[config.mk]
export PLATFORM = sky130hd
export DESIGN_NAME = oml_line_state
export DESIGN_NICKNAME = d
export VERILOG_FILES = /design/src/rtl/oml_pkg.sv /design/src/rtl/oml_line_state.sv
export SDC_FILE = /design/constraint.sdc
export NUM_CORES = 1
export LEC_CHECK = 0
export ABC_AREA = 1
export ABC_CLOCK_PERIOD_IN_PS = 3290
export BUFFER_PORTS_ARGS = -buffer_cell sky130_fd_sc_hd__buf_4
export CAP_MARGIN = 5
export CORE_UTILIZATION = 55
export DETAILED_ROUTE_END_ITERATION = 16
export GPL_TIMING_DRIVEN = 1
export PLACE_DENSITY_LB_ADDON = 0.12
export REMOVE_ABC_BUFFERS = 1
export SLEW_MARGIN = 15
export SYNTH_ARGS = -nofsm -noshare
export SYNTH_HDL_FRONTEND = slang
export SYNTH_SLANG_ARGS = --single-unit
[constraint.sdc]
create_clock -name clk -period 3.29 [get_ports clk]
set_clock_uncertainty 0.05 [all_clocks]
set_input_delay 0 -clock clk [delete_from_list [all_inputs] [get_ports clk]]
set_output_delay 0 -clock clk [all_outputs]
set_load 0.05 [all_outputs]
[src/rtl/oml_pkg.sv]
// ----------------------------------------------------------------------------
// oml_pkg
// Shared types, character codes and name tables for the order line checker.
// ----------------------------------------------------------------------------
package oml_pkg;

  localparam int unsigned CHAR_W  = 8;
  localparam int unsigned CODE_W  = 3;
  localparam int unsigned POS_W   = 4;
  localparam int unsigned NTYPES  = 2;
  localparam int unsigned NKEYS   = 4;
  localparam int unsigned NAME_D  = 8;

  localparam logic [CHAR_W-1:0] CH_NEWLINE = 8'd10;
  localparam logic [CHAR_W-1:0] CH_BAR     = 8'd124;
  localparam logic [CHAR_W-1:0] CH_EQUALS  = 8'd61;
  localparam logic [POS_W-1:0]  POS_SAT    = 4'd9;

  typedef enum logic [1:0] {
    TYPE_NONE   = 2'd0,
    TYPE_ORDER  = 2'd1,
    TYPE_CANCEL = 2'd2
  } type_code_t;

  typedef enum logic [CODE_W-1:0] {
    RESP_ACK_RECEIVED  = 3'd0,
    RESP_ACK_CANCELLED = 3'd1,
    RESP_MISSING_FIELD = 3'd2,
    RESP_MISSING_ID    = 3'd3,
    RESP_UNKNOWN_TYPE  = 3'd4,
    RESP_PARSE_FAILED  = 3'd5
  } resp_code_t;

  typedef struct packed {
    logic       valid;
    resp_code_t code;
  } res_t;

  localparam logic [CHAR_W-1:0] TYPE_CHARS [NTYPES][NAME_D] = '{
    '{"O", "R", "D", "E", "R", 8'h00, 8'h00, 8'h00},
    '{"C", "A", "N", "C", "E", "L", 8'h00, 8'h00}
  };
  localparam logic [POS_W-1:0] TYPE_LENS [NTYPES] = '{4'd5, 4'd6};

  localparam logic [CHAR_W-1:0] KEY_CHARS [NKEYS][NAME_D] = '{
    '{"S", "I", "D", "E", 8'h00, 8'h00, 8'h00, 8'h00},
    '{"Q", "T", "Y", 8'h00, 8'h00, 8'h00, 8'h00, 8'h00},
    '{"P", "R", "I", "C", "E", 8'h00, 8'h00, 8'h00},
    '{"O", "R", "D", "E", "R", "_", "I", "D"}
  };
  localparam logic [POS_W-1:0] KEY_LENS [NKEYS] = '{4'd4, 4'd3, 4'd5, 4'd8};

endpackage

[src/rtl/oml_line_state.sv]
// ----------------------------------------------------------------------------
// oml_line_state
// Per-byte update of the line parse flags; emits a response at each newline.
// ----------------------------------------------------------------------------
module oml_line_state
  import oml_pkg::*;
(
  input  logic              clk,
  input  logic              rst_n,
  input  logic              acc,
  input  logic [CHAR_W-1:0] char_in,
  output res_t              res
);

  logic              in_type_r, in_type_nxt;
  logic [POS_W-1:0]  pos_r, pos_nxt;
  logic [NTYPES-1:0] type_cand_r, type_cand_nxt;
  logic [NKEYS-1:0]  key_cand_r, key_cand_nxt;
  logic              eq_seen_r, eq_seen_nxt;
  logic              nonempty_r, nonempty_nxt;
  type_code_t        type_res_r, type_res_nxt;
  logic [NKEYS-1:0]  keys_r, keys_nxt;
  logic              pf_r, pf_nxt;

  type_code_t        fin_type;
  logic [NKEYS-1:0]  fin_keys;
  logic [NTYPES-1:0] type_adv;
  logic [NKEYS-1:0]  key_adv;
  logic [POS_W-1:0]  pos_adv;
  logic              pf_end;
  type_code_t        type_end;
  resp_code_t        code;

  always_comb begin
    fin_type = TYPE_NONE;
    if (type_cand_r[0] && pos_r == TYPE_LENS[0]) begin
      fin_type = TYPE_ORDER;
    end else if (type_cand_r[1] && pos_r == TYPE_LENS[1]) begin
      fin_type = TYPE_CANCEL;
    end
    for (int i = 0; i < NKEYS; i++) begin
      fin_keys[i] = key_cand_r[i] && (pos_r == KEY_LENS[i]);
    end
    for (int i = 0; i < NTYPES; i++) begin
      type_adv[i] = type_cand_r[i] && (pos_r < TYPE_LENS[i]) &&
                    (TYPE_CHARS[i][pos_r[2:0]] == char_in);
    end
    for (int i = 0; i < NKEYS; i++) begin
      key_adv[i] = key_cand_r[i] && (pos_r < KEY_LENS[i]) &&
                   (KEY_CHARS[i][pos_r[2:0]] == char_in);
    end
    pos_adv = (pos_r < POS_SAT) ? pos_r + 4'd1 : pos_r;
  end

  always_comb begin
    pf_end   = pf_r;
    type_end = type_res_r;
    if (in_type_r) begin
      if (!nonempty_r) pf_end = 1'b1;
      else type_end = fin_type;
    end else if (nonempty_r && !eq_seen_r) begin
      pf_end = 1'b1;
    end
    if (pf_end) begin
      code = RESP_PARSE_FAILED;
    end else if (type_end == TYPE_ORDER) begin
      code = (keys_r[2:0] == 3'b111) ? RESP_ACK_RECEIVED : RESP_MISSING_FIELD;
    end else if (type_end == TYPE_CANCEL) begin
      code = keys_r[3] ? RESP_ACK_CANCELLED : RESP_MISSING_ID;
    end else begin
      code = RESP_UNKNOWN_TYPE;
    end
    res.valid = acc && (char_in == CH_NEWLINE);
    res.code  = code;
  end

  always_comb begin
    in_type_nxt   = in_type_r;
    pos_nxt       = pos_r;
    type_cand_nxt = type_cand_r;
    key_cand_nxt  = key_cand_r;
    eq_seen_nxt   = eq_seen_r;
    nonempty_nxt  = nonempty_r;
    type_res_nxt  = type_res_r;
    keys_nxt      = keys_r;
    pf_nxt        = pf_r;
    if (acc) begin
      if (char_in == CH_NEWLINE || char_in == CH_BAR) begin
        if (char_in == CH_NEWLINE) begin
          in_type_nxt  = 1'b1;
          type_res_nxt = TYPE_NONE;
          keys_nxt     = '0;
          pf_nxt       = 1'b0;
        end else if (in_type_r) begin
          type_res_nxt = fin_type;
          in_type_nxt  = 1'b0;
        end else if (!eq_seen_r) begin
          pf_nxt = 1'b1;
        end
        pos_nxt       = '0;
        type_cand_nxt = '1;
        key_cand_nxt  = '1;
        eq_seen_nxt   = 1'b0;
        nonempty_nxt  = 1'b0;
      end else begin
        nonempty_nxt = 1'b1;
        if (in_type_r) begin
          type_cand_nxt = type_adv;
          pos_nxt       = pos_adv;
        end else if (!eq_seen_r) begin
          if (char_in == CH_EQUALS) begin
            keys_nxt    = keys_r | fin_keys;
            eq_seen_nxt = 1'b1;
          end else begin
            key_cand_nxt = key_adv;
            pos_nxt      = pos_adv;
          end
        end
      end
    end
  end

  always_ff @(posedge clk) begin
    if (!rst_n) begin
      in_type_r   <= 1'b1;
      pos_r       <= '0;
      type_cand_r <= '1;
      key_cand_r  <= '1;
      eq_seen_r   <= 1'b0;
      nonempty_r  <= 1'b0;
      type_res_r  <= TYPE_NONE;
      keys_r      <= '0;
      pf_r        <= 1'b0;
    end else begin
      in_type_r   <= in_type_nxt;
      pos_r       <= pos_nxt;
      type_cand_r <= type_cand_nxt;
      key_cand_r  <= key_cand_nxt;
      eq_seen_r   <= eq_seen_nxt;
      nonempty_r  <= nonempty_nxt;
      type_res_r  <= type_res_nxt;
      keys_r      <= keys_nxt;
      pf_r        <= pf_nxt;
    end
  end

endmodule

-- Yosys cells after proc, flatten, opt, wreduce, memory -nomap -nowiden
Memories as Yosys holds them, arrays and structs flattened.
Cells that the tools add are included.
- register bits after elaboration: 20
- ROM bits: 384
- input port bits: 11
- output and inout bits: 4
- word-level logic and storage cells: 134
- memories: 6
- $add $sub $neg: 1
- $lt $le $gt $ge: 7
- equality and inequality tests: 25
- multiplexer cells: 51
- bitwise operators: 2
- reduce and logical (&&, ||, !) cells: 33
- memory list (memory ; depth ; width ; read ports ; clocked after Yosys merged registers in ; write ports ; RTL line ; source):
    (no name shown) ; 8 ; 8 ; 1 ; 0 ; 0 ; oml_line_state.sv:50 ; (KEY_CHARS[i][pos_r[2:0]] == char_in);
    (no name shown) ; 8 ; 8 ; 1 ; 0 ; 0 ; oml_line_state.sv:50 ;
    (no name shown) ; 8 ; 8 ; 1 ; 0 ; 0 ; oml_line_state.sv:50 ;
    (no name shown) ; 8 ; 8 ; 1 ; 0 ; 0 ; oml_line_state.sv:50 ;
    (no name shown) ; 8 ; 8 ; 1 ; 0 ; 0 ; oml_line_state.sv:46 ; (TYPE_CHARS[i][pos_r[2:0]] == char_in);
    (no name shown) ; 8 ; 8 ; 1 ; 0 ; 0 ; oml_line_state.sv:46 ;
- operators with widths (cell ; count):
    $mux W8 ; 12
    $mux W4 ; 14
    $eq A8 B8 Y1 ; 6
    $logic_and A1 B1 Y1 ; 20
    $mux W2 ; 10
    $eq A4 B3 Y1 const B ; 3
    $lt A4 B3 Y1 const B ; 3
    $mux W1 ; 12
    $mux W3 ; 3
    $eq A8 B4 Y1 const B ; 1
    $eq A8 B6 Y1 const B ; 1
    $eq A8 B7 Y1 const B ; 1
    $lt A4 B4 Y1 const B ; 2
    $ne A2 B1 Y1 const B ; 4
    $reduce_and A4 Y1 ; 2
    $reduce_and A2 Y1 ; 3
    $reduce_and A3 Y1 ; 2
    $reduce_bool A2 Y1 ; 3
    $reduce_and A5 Y1 ; 1
    $add A4 B1 Y4 const B ; 1
    $eq A4 B2 Y1 const B ; 1
    $eq A4 B4 Y1 const B ; 1
    $ge A4 B4 Y1 const B ; 1
    $lt A4 B2 Y1 const B ; 1
    other kinds (10) ; 11

-- Longest topological paths before layout
Gate-level depths: netlist of the first run.
- word-level depth: 10
- gate-level depth with buffers: 13
- mapped depth without buffers: 13

-- Worst setup path after synthesis of the first run
Ideal clock, no wire load.
- kind: flip-flop to output port
- from: register pos_r[1]
- to: output port res[1] (netlist name)
- arrival time: 2.634 ns
- required time: 3.240 ns
- slack: 0.606 ns
- cell stages (with the launch flop): 9
- buffers on the path: 0
- path through: dfxtp_1 > inv_1 > ha_1 > nand3_1 > nand2_1 > o21ai_0 > inv_1 > ha_1 > a211oi_1
- RTL lines (item ; RTL line ; source):
    start: declaration ; oml_line_state.sv:16 ; logic [POS_W-1:0] pos_r, pos_nxt;
    start signal: assignment ; oml_line_state.sv:136 ; pos_r <= pos_nxt;
    end: declaration ; oml_line_state.sv:12 ; output res_t res

==> run summary, run 1 <==
Summed over all failing endpoints, the final setup total negative slack is 0 ns. The final critical path time including I/O delays and setup is approximately 2.9 ns. The data required time at the worst endpoint came out at 3.24 ns. The number of enable-type register cells in the synthesized netlist came out at 0. The combined flip-flop and latch cell area came out at 400 um2.

The weighted congestion reported at the end of routability-driven placement is 0.977. The worst setup margin came out at around 0.40 ns. The worst setup path is captured at a primary output. The register bit count reported by yosys came out at 20. The CTS sink count came out at 20. In this run the most critical hold path is launched from rst_n. The total inserted antenna cells is 0. The total instance count after detailed placement is ~370.

The first-pass GRT wire length is between 8000 and 9000 um. The violation count after the first detailed-routing iteration came out at between 150 and 200. The maximum number of pins on one net before global-route repair is 16. After detailed routing, the number of vias per cell comes to 5.35. After the last flow step, the layout net total stands at 351.

The number of top-level pins came out at 15. The clock passes through at most 2 buffers. Walking the worst path, the cells encountered are inv_2 -> nor2_1 -> nand3_1 -> nand4_1 -> inv_1 -> o21ai_1 -> inv_1 -> ha_1 -> or2_2 -> buf_4. At the placement stage, the worst setup path has a slack of approximately 0.85 ns. The placed standard-cell area is approximately 0.0020 mm2. The number of buffer and inverter stages on the critical path is 4. The run finished with clean final reports. The largest individual stage delay along the critical path comes from the cell sky130_fd_sc_hd__dfxtp_1. Measured along the y axis, the die boundary spans just over 60 um. The fmax came out at between 300 and 400 MHz. The largest stage delay on the critical path is around 0.65 ns. The beginning of the worst register-to-register path is pos_r[0]$_SDFFE_PN0P_. The clock transition at the registers of the reported paths is 0.12 ns. The number of pins exceeding their max-slew limit in the final report came to 0.

The overall routing resource usage came out at 0.304. The number of detailed-routing iterations run before antenna repair came out at 5. The cell count after synthesis came out at about 320. The number of nets with antenna violations after detailed routing is 0.

Setup repair after global routing left no endpoint under its margin. The count of input and output buffers came out at 14. The core footprint is approximately 0.0032 mm2. The number of different library cells used by synthesis comes to 28.

Setup violations remaining at the end of the flow were counted as 0. The initial core utilization came out at 0.596. The clock latency reported for the late side of the worst-skew pair came out at around 0.31 ns. Dividing the detail-routed wire length by the instance count gives around 13 um. The multi-input gate area in the final layout is ~0.0013 mm2. The clock tree from TritonCTS is yes.

Among all flip-flop cells after synthesis, the most frequent one is sky130_fd_sc_hd__dfxtp_1. The DRC violation count after routing is 0. The combined area of all synthesized cells came out at around 0.0019 mm2. The aggregate routed wire length came out at approximately 5000 um. The largest total area in the synthesized netlist belongs to sky130_fd_sc_hd__dfxtp_1. The die is ~60 um wide. The area added between synthesis and finish came out at 8.59%. The initial antenna violation count came to 0. The number of global-route vias before repair came to around 1800. The number of setup buffers added after CTS came out at 0.

The peak fanout along the critical path came out at 15. Ranked by total cell area, the synthesized netlist is headed by sky130_fd_sc_hd__dfxtp_1 21%, sky130_fd_sc_hd__nand2_1 19%, sky130_fd_sc_hd__nor2_1 8.8%. The die covers between 0.003 and 0.004 mm2. The final standard cell count with taps included and fillers excluded is 373.

The highest layer touched by signal routing is met4. In this run the worst hold path is classified as in2reg. The routed design uses ~2100 um of met2 wire.

For this design the ratio of total power to cell area is approximately 300 mW/mm2. The length of routed met3 wiring came out at around 490 um. After synthesis, the mean cell area works out to 5.95 um2. The share of the Yosys chip area taken by registers is 0.213. The critical path in this run is classified as reg2out. The post-synthesis async set-or-reset flop share is 0.

The final design instance area without fill came out at roughly 0.002 mm2. The post-cts repair resize count is 0. In this run the worst setup path begins at pos_r[2]$_SDFFE_PN0P_.

The CTS buffer count came out at 3. STA classifies the critical path startpoint as a flip-flop. Of the post-synthesis cell area, the dominant cell type holds 0.213. The slew of the pin with the lowest slew margin is 0.495 ns. In the final routing, the length of wire on met1 measures around 2300 um.

The total overflow reported by the global router is 0. After legalization and detailed placement, the total HPWL measured 3880 um. The count of maximum capacitance violations is 0. In this design, the critical path's most frequently occurring cell is sky130_fd_sc_hd__inv_1.

The cell at the root of the clock tree is sky130_fd_sc_hd__clkbuf_4. The total via count after detailed routing came out at about 2000. The count of H-tree levels built during CTS is 1. Data on the critical path arrives at its endpoint at 2.84 ns.

The leakage power total is between 1 and 1.5 nW. The ratio of cells with drive above 1 in the final layout is 0.125. The number of filler instances in the final layout came out at ~320. The count of final hold-check violations came out at 0. The critical path's top delay family is simple AND/OR/NAND/NOR gates. The final worst-path cycle share is 0.879.

The number of standard-cell rows in the floorplan is 20. The total number of yosys warnings is 0. The worst-case IR drop observed on VDD is 0.241 mV. Measured against its own limit, the worst slew margin works out to 0.669.
## final cells by class
type,count,area share
Timing Repair Buffer,15,0.0564
Multi-Input combinational cell,247,0.621
Sequential cell,20,0.196
Inverter,43,0.0815
Tap cell,44,0.0270
Clock buffer,4,0.0178
## layer usage
layer	GRT usage	up-vias
met5	0	-
met4	0.0714	0
met3	0.0554	10
met2	0.451	96
met1	0.453	867
li1	-	1021
## flip-flops by register name, indices dropped and copies added (netlist names)
signal       count
key_cand_r       4
keys_r           4
pos_r            4
type_cand_r      2
type_res_r       2
eq_seen_r        1
in_type_r        1
nonempty_r       1
pf_r             1
## Yosys cell counts (2+ instances only)
| library cell | count |
|---|---|
| sky130_fd_sc_hd__nand2_1 | 94 |
| sky130_fd_sc_hd__nor2_1 | 44 |
| sky130_fd_sc_hd__inv_1 | 36 |
| sky130_fd_sc_hd__nand3_1 | 24 |
| sky130_fd_sc_hd__dfxtp_1 | 20 |
| sky130_fd_sc_hd__a21oi_1 | 13 |
| sky130_fd_sc_hd__xor2_1 | 11 |
| sky130_fd_sc_hd__ha_1 | 10 |
| sky130_fd_sc_hd__nand4_1 | 10 |
| sky130_fd_sc_hd__o21ai_0 | 10 |
| sky130_fd_sc_hd__nor3_1 | 8 |
| sky130_fd_sc_hd__inv_2 | 5 |
| sky130_fd_sc_hd__buf_4 | 4 |
| sky130_fd_sc_hd__nand2_2 | 4 |
| sky130_fd_sc_hd__nand2_4 | 4 |
| sky130_fd_sc_hd__or2_2 | 4 |
| sky130_fd_sc_hd__inv_4 | 2 |
| sky130_fd_sc_hd__nor2_2 | 2 |
| sky130_fd_sc_hd__o21ai_1 | 2 |
## per-stage QoR
step	utilization	total power [W]	hold slack [ns]
6_report	0.647	0.000620	0.0542
5_1_grt	0.647	0.000658	0.0798
4_1_cts	0.647	0.000618	0.0378
3_5_place_dp	0.633	0.000469	0.292
3_3_place_gp	0.633	0.000467	0.292
2_1_floorplan	-	0.000407	0.0995
## report_power, final
part / total [W] / switching [W] / internal [W]
registers: 0.000259 / 0.0000103 / 0.000248
logic: 0.000211 / 0.000139 / 0.0000724
clock network: 0.000150 / 0.0000821 / 0.0000677
total: 0.000620 / 0.000231 / 0.000388
## cell families after synthesis
| group | after synthesis | share of synthesized area |
|---|---|---|
| flip-flops | 20 | 0.213 |
| AND/OR/NAND/NOR | 197 | 0.475 |
| adder cells (fa/ha/maj) | 10 | 0.0666 |
| AO/OA/AOI/OAI | 29 | 0.0819 |
| XOR/XNOR | 11 | 0.0513 |
| buffers and inverters | 49 | 0.113 |
## final timing paths
kind	endpoint	cells after the start	slack (ns)
worst min register to register	type_res_r[0]$_SDFFE_PN0P_	2	0.42
worst min-delay path	pos_r[1]$_SDFFE_PN0P_	3	0.05
worst max-delay path	res[2]	10	0.40
worst max register to register	key_cand_r[3]$_SDFFE_PN1P_	13	1.18
## layout by cell type (no fill, tap or decap), types with 5 or more instances in the layout
master,n
sky130_fd_sc_hd__nand2_1,94
sky130_fd_sc_hd__nor2_1,44
sky130_fd_sc_hd__inv_1,36
sky130_fd_sc_hd__nand3_1,24
sky130_fd_sc_hd__dfxtp_1,20
sky130_fd_sc_hd__buf_4,14
sky130_fd_sc_hd__a21oi_1,13
sky130_fd_sc_hd__xor2_1,11
sky130_fd_sc_hd__nand4_1,10
sky130_fd_sc_hd__o21ai_0,10
sky130_fd_sc_hd__ha_1,10
sky130_fd_sc_hd__nor3_1,8
sky130_fd_sc_hd__inv_2,5
## timing repair
action                                  in CTS  in global routing
hold endpoints to repair                     5                  0
endpoints found under the setup margin       0                  0
hold buffers                                 1                  0
## tightest hold or removal path, delay by kind of cell
| kind | cells | cell delay (ns) |
|---|---|---|
| buffers and inverters | 2 | 0.24 |
| AND/OR/NAND/NOR | 1 | 0.14 |
Note: power is estimated with default switching activity, not from simulation.
==> run 2: changes to the inputs <==
CORE_MARGIN = 2   (was default)
MAX_ROUTING_LAYER = met4   (was default)
==> run 2 against run 1 <==
Worst setup slack improved by 0.076 ns. Die area increased by 6.7%. First-iteration DRC count rose by 18%. Highest routed layer unchanged. Routed wire length fell by 0.36%. Flip-flop and latch count stayed put. Sequential power is essentially flat. Clock power grew 38%. Combinational power about the same. Core utilization down 2.5 points. Design area grew 0.92%. Count of clock-buffer cells in the layout shrank 1. Global-route usage is 2.4 points lower.
==> run summary, run 2 (same netlist as run 1, synthesis figures left out) <==
The run finished with clean final reports. Across the run, the number of max-cap violations was 0. The weighted congestion reported at the end of routability-driven placement came out at about 1.1. In this run the power density over the cells is between 300 and 400 mW/mm2. For this run, the number of standard cells in the final layout without fillers is between 300 and 400. The first-pass GRT wire length came out at roughly 8500 um. The worst setup path is captured at a primary output. The worst slew margin relative to its limit came out at 0.662. The count of final hold-check violations is 0. The number of detailed-routing iterations run before antenna repair came out at 4. The ratio of cells with drive above 1 in the final layout is 0.125.

The final design instance area without fill is roughly 0.0021 mm2. The clock transition at the registers of the reported paths came out at ~0.13 ns. The number of pins exceeding their max-slew limit in the final report is 0. Tracing the worst setup path back leads to its startpoint at pos_r[2]$_SDFFE_PN0P_. The count of input and output buffers is 14. The number of standard-cell rows in the floorplan is 21.

The detailed router placed 2011 vias in this run. The die covers 0.00390 mm2. In this run the post-CTS setup repair buffer count came out at 0. The CTS buffer count is 3.

The area added between synthesis and finish came out at 9.59%. The peak fanout along the critical path came out at 15. The total overflow reported by the global router is 0. For this design the static power due to leakage is 1.07 nW.

The floorplan step defined a core boundary enclosing 0.00331 mm2. The launching element type of the critical path is a flip-flop. The clock period could shrink to between 2 and 3 ns. The worst endpoint data arrival time came out at ~2.8 ns. For this configuration, the core starts out at a cell density of 0.568.

The data required time at the worst endpoint came out at 3.24 ns. The number of nets with antenna violations after detailed routing came out at 0. The average vias per placed instance came out at around 5.4. Clock latency on the worst-skew pair, taken at its later pin, is around 0.32 ns.

The library cell used most frequently in the layout, excluding fill and tap cells, is sky130_fd_sc_hd__nand2_1. The post-detailed-placement half-perimeter wirelength came out at around 4000 um. Setup repair after global routing left no endpoint under its margin. The largest stage delay on the critical path is about 0.66 ns. The total instance count after detailed placement came out at 370. On the critical path, the stage with the largest delay is an instance of sky130_fd_sc_hd__dfxtp_1. After detailed routing, the number of remaining DRC violations is 0. The initial antenna violation count is 0. The number of top-level pins came out at 15. The largest registers in the layout are key_cand_r x4, keys_r x4, pos_r x4.

The maximum number of pins on one net before global-route repair came out at 16. The tree is rooted in a sky130_fd_sc_hd__clkbuf_4. The routed length per placed instance is 13.2 um.

The overall die width came out at 62.5 um. The buffer levels on the longest clock path is 2. The aggregate routed wire length came out at 4960 um. The critical path goes through inv_2 -> nor2_1 -> nand3_1 -> nand4_1 -> inv_1 -> o21ai_1 -> inv_1 -> ha_1 -> or2_2 -> buf_4. The slew of the pin with the lowest slew margin came out at 0.506 ns. The height of the die is between 60 and 70 um. The count of H-tree levels built during CTS came out at 1.

Static timing analysis puts the maximum clock frequency at 355 MHz. The final setup violation count is 0. The most numerous cell type found on the critical path is sky130_fd_sc_hd__inv_1. The number of global-route vias before repair is ~1900. Counting every sink on the clock net gives 20.

The number of filler instances in the final layout came out at between 300 and 400. After clock tree synthesis, the flow added hold-fix buffers numbering 1. The total inserted antenna cells came out at 0.

In this run the worst hold path is classified as in2reg. The total power consumption of the routed design is 0.000675 W. Dividing the final minimum period by the clock period gives 0.856.

In this run the most critical hold path is launched from rst_n. The library cells used most frequently in the layout, excluding fill and tap cells, are 94 x sky130_fd_sc_hd__nand2_1, 44 x sky130_fd_sc_hd__nor2_1, 36 x sky130_fd_sc_hd__inv_1, 24 x sky130_fd_sc_hd__nand3_1, 20 x sky130_fd_sc_hd__dfxtp_1. TritonCTS built the clock tree. The violation count after the first detailed-routing iteration came out at ~200. The worst-case vdd ir drop is between 0.2 and 0.3 mV.

The post-cts repair resize count came out at 0. The path type of the worst setup path is reg2out. The setup TNS is 0 ns. For this run, the total global-route usage over all layers was measured as 0.279. The final layout contains about 350 nets. The placed instances occupy a cell area of 0.00200 mm2. The startpoint identified for the worst register-to-register timing path is pos_r[0]$_SDFFE_PN0P_.
run 2: cell types whose count changed in the layout (fill, tap and decap cells not counted), sizes merged:
cell,change
bufinv,+1
clkbuf,-1
run 2: final timing paths:
check,end,slack (ns),cells past startpoint
worst min register to register,key_cand_r[3]$_SDFFE_PN1P_,0.41,2
worst max-delay path,res[2],0.47,10
worst min-delay path,pos_r[2]$_SDFFE_PN0P_,0.05,3
worst max register to register,key_cand_r[0]$_SDFFE_PN1P_,1.11,11
run 2: per-layer routing:
| layer | global-route usage | vias up | part of all wire |
|---|---|---|---|
| met3 | 0.0559 | 13 | 0.079 |
| met5 | - | - | 0 |
| met4 | 0.0639 | 0 | 0.020 |
| li1 | - | 1018 | - |
| met2 | 0.407 | 76 | 0.43 |
| met1 | 0.399 | 904 | 0.48 |
run 2: worst max-delay path: cells and delay by family, from the launching register on:
family	cells	cell delay, ns
AND/OR/NAND/NOR	4	0.82
flip-flops	1	0.66
buffers and inverters	4	0.55
adder cells (fa/ha/maj)	1	0.26
AO/OA/AOI/OAI	1	0.15
run 2: cell type report:
type / instances / area, um2 / share of cell area
clock buffers: 3 / 22.5 / 0.0109
clock inverters: 1 / 30.0 / 0.0146
inverters: 43 / 166 / 0.0808
multi-input cells: 247 / 1270 / 0.615
flip-flops and latches: 20 / 400 / 0.194
well taps: 46 / 57.6 / 0.0279
repair buffers: 15 / 115 / 0.0559
run 2: stage by stage:
stage	hold WS (ns)	util	setup slack [ns]
3_3_place_gp	0.289	0.603	0.961
3_5_place_dp	0.297	0.603	0.891
6_report	0.0472	0.622	0.475
2_1_floorplan	0.0995	-	0.518
4_1_cts	0.0496	0.622	0.510
5_1_grt	0.0942	0.622	0.187
run 2: report_power, final:
| part | switching [W] | leakage [nW] | internal, W | total, W |
|---|---|---|---|---|
| registers | 0.0000107 | 0.163 | 0.000248 | 0.000259 |
| clock network | 0.0000839 | 0.0279 | 0.000123 | 0.000207 |
| logic | 0.000137 | 0.880 | 0.0000718 | 0.000209 |
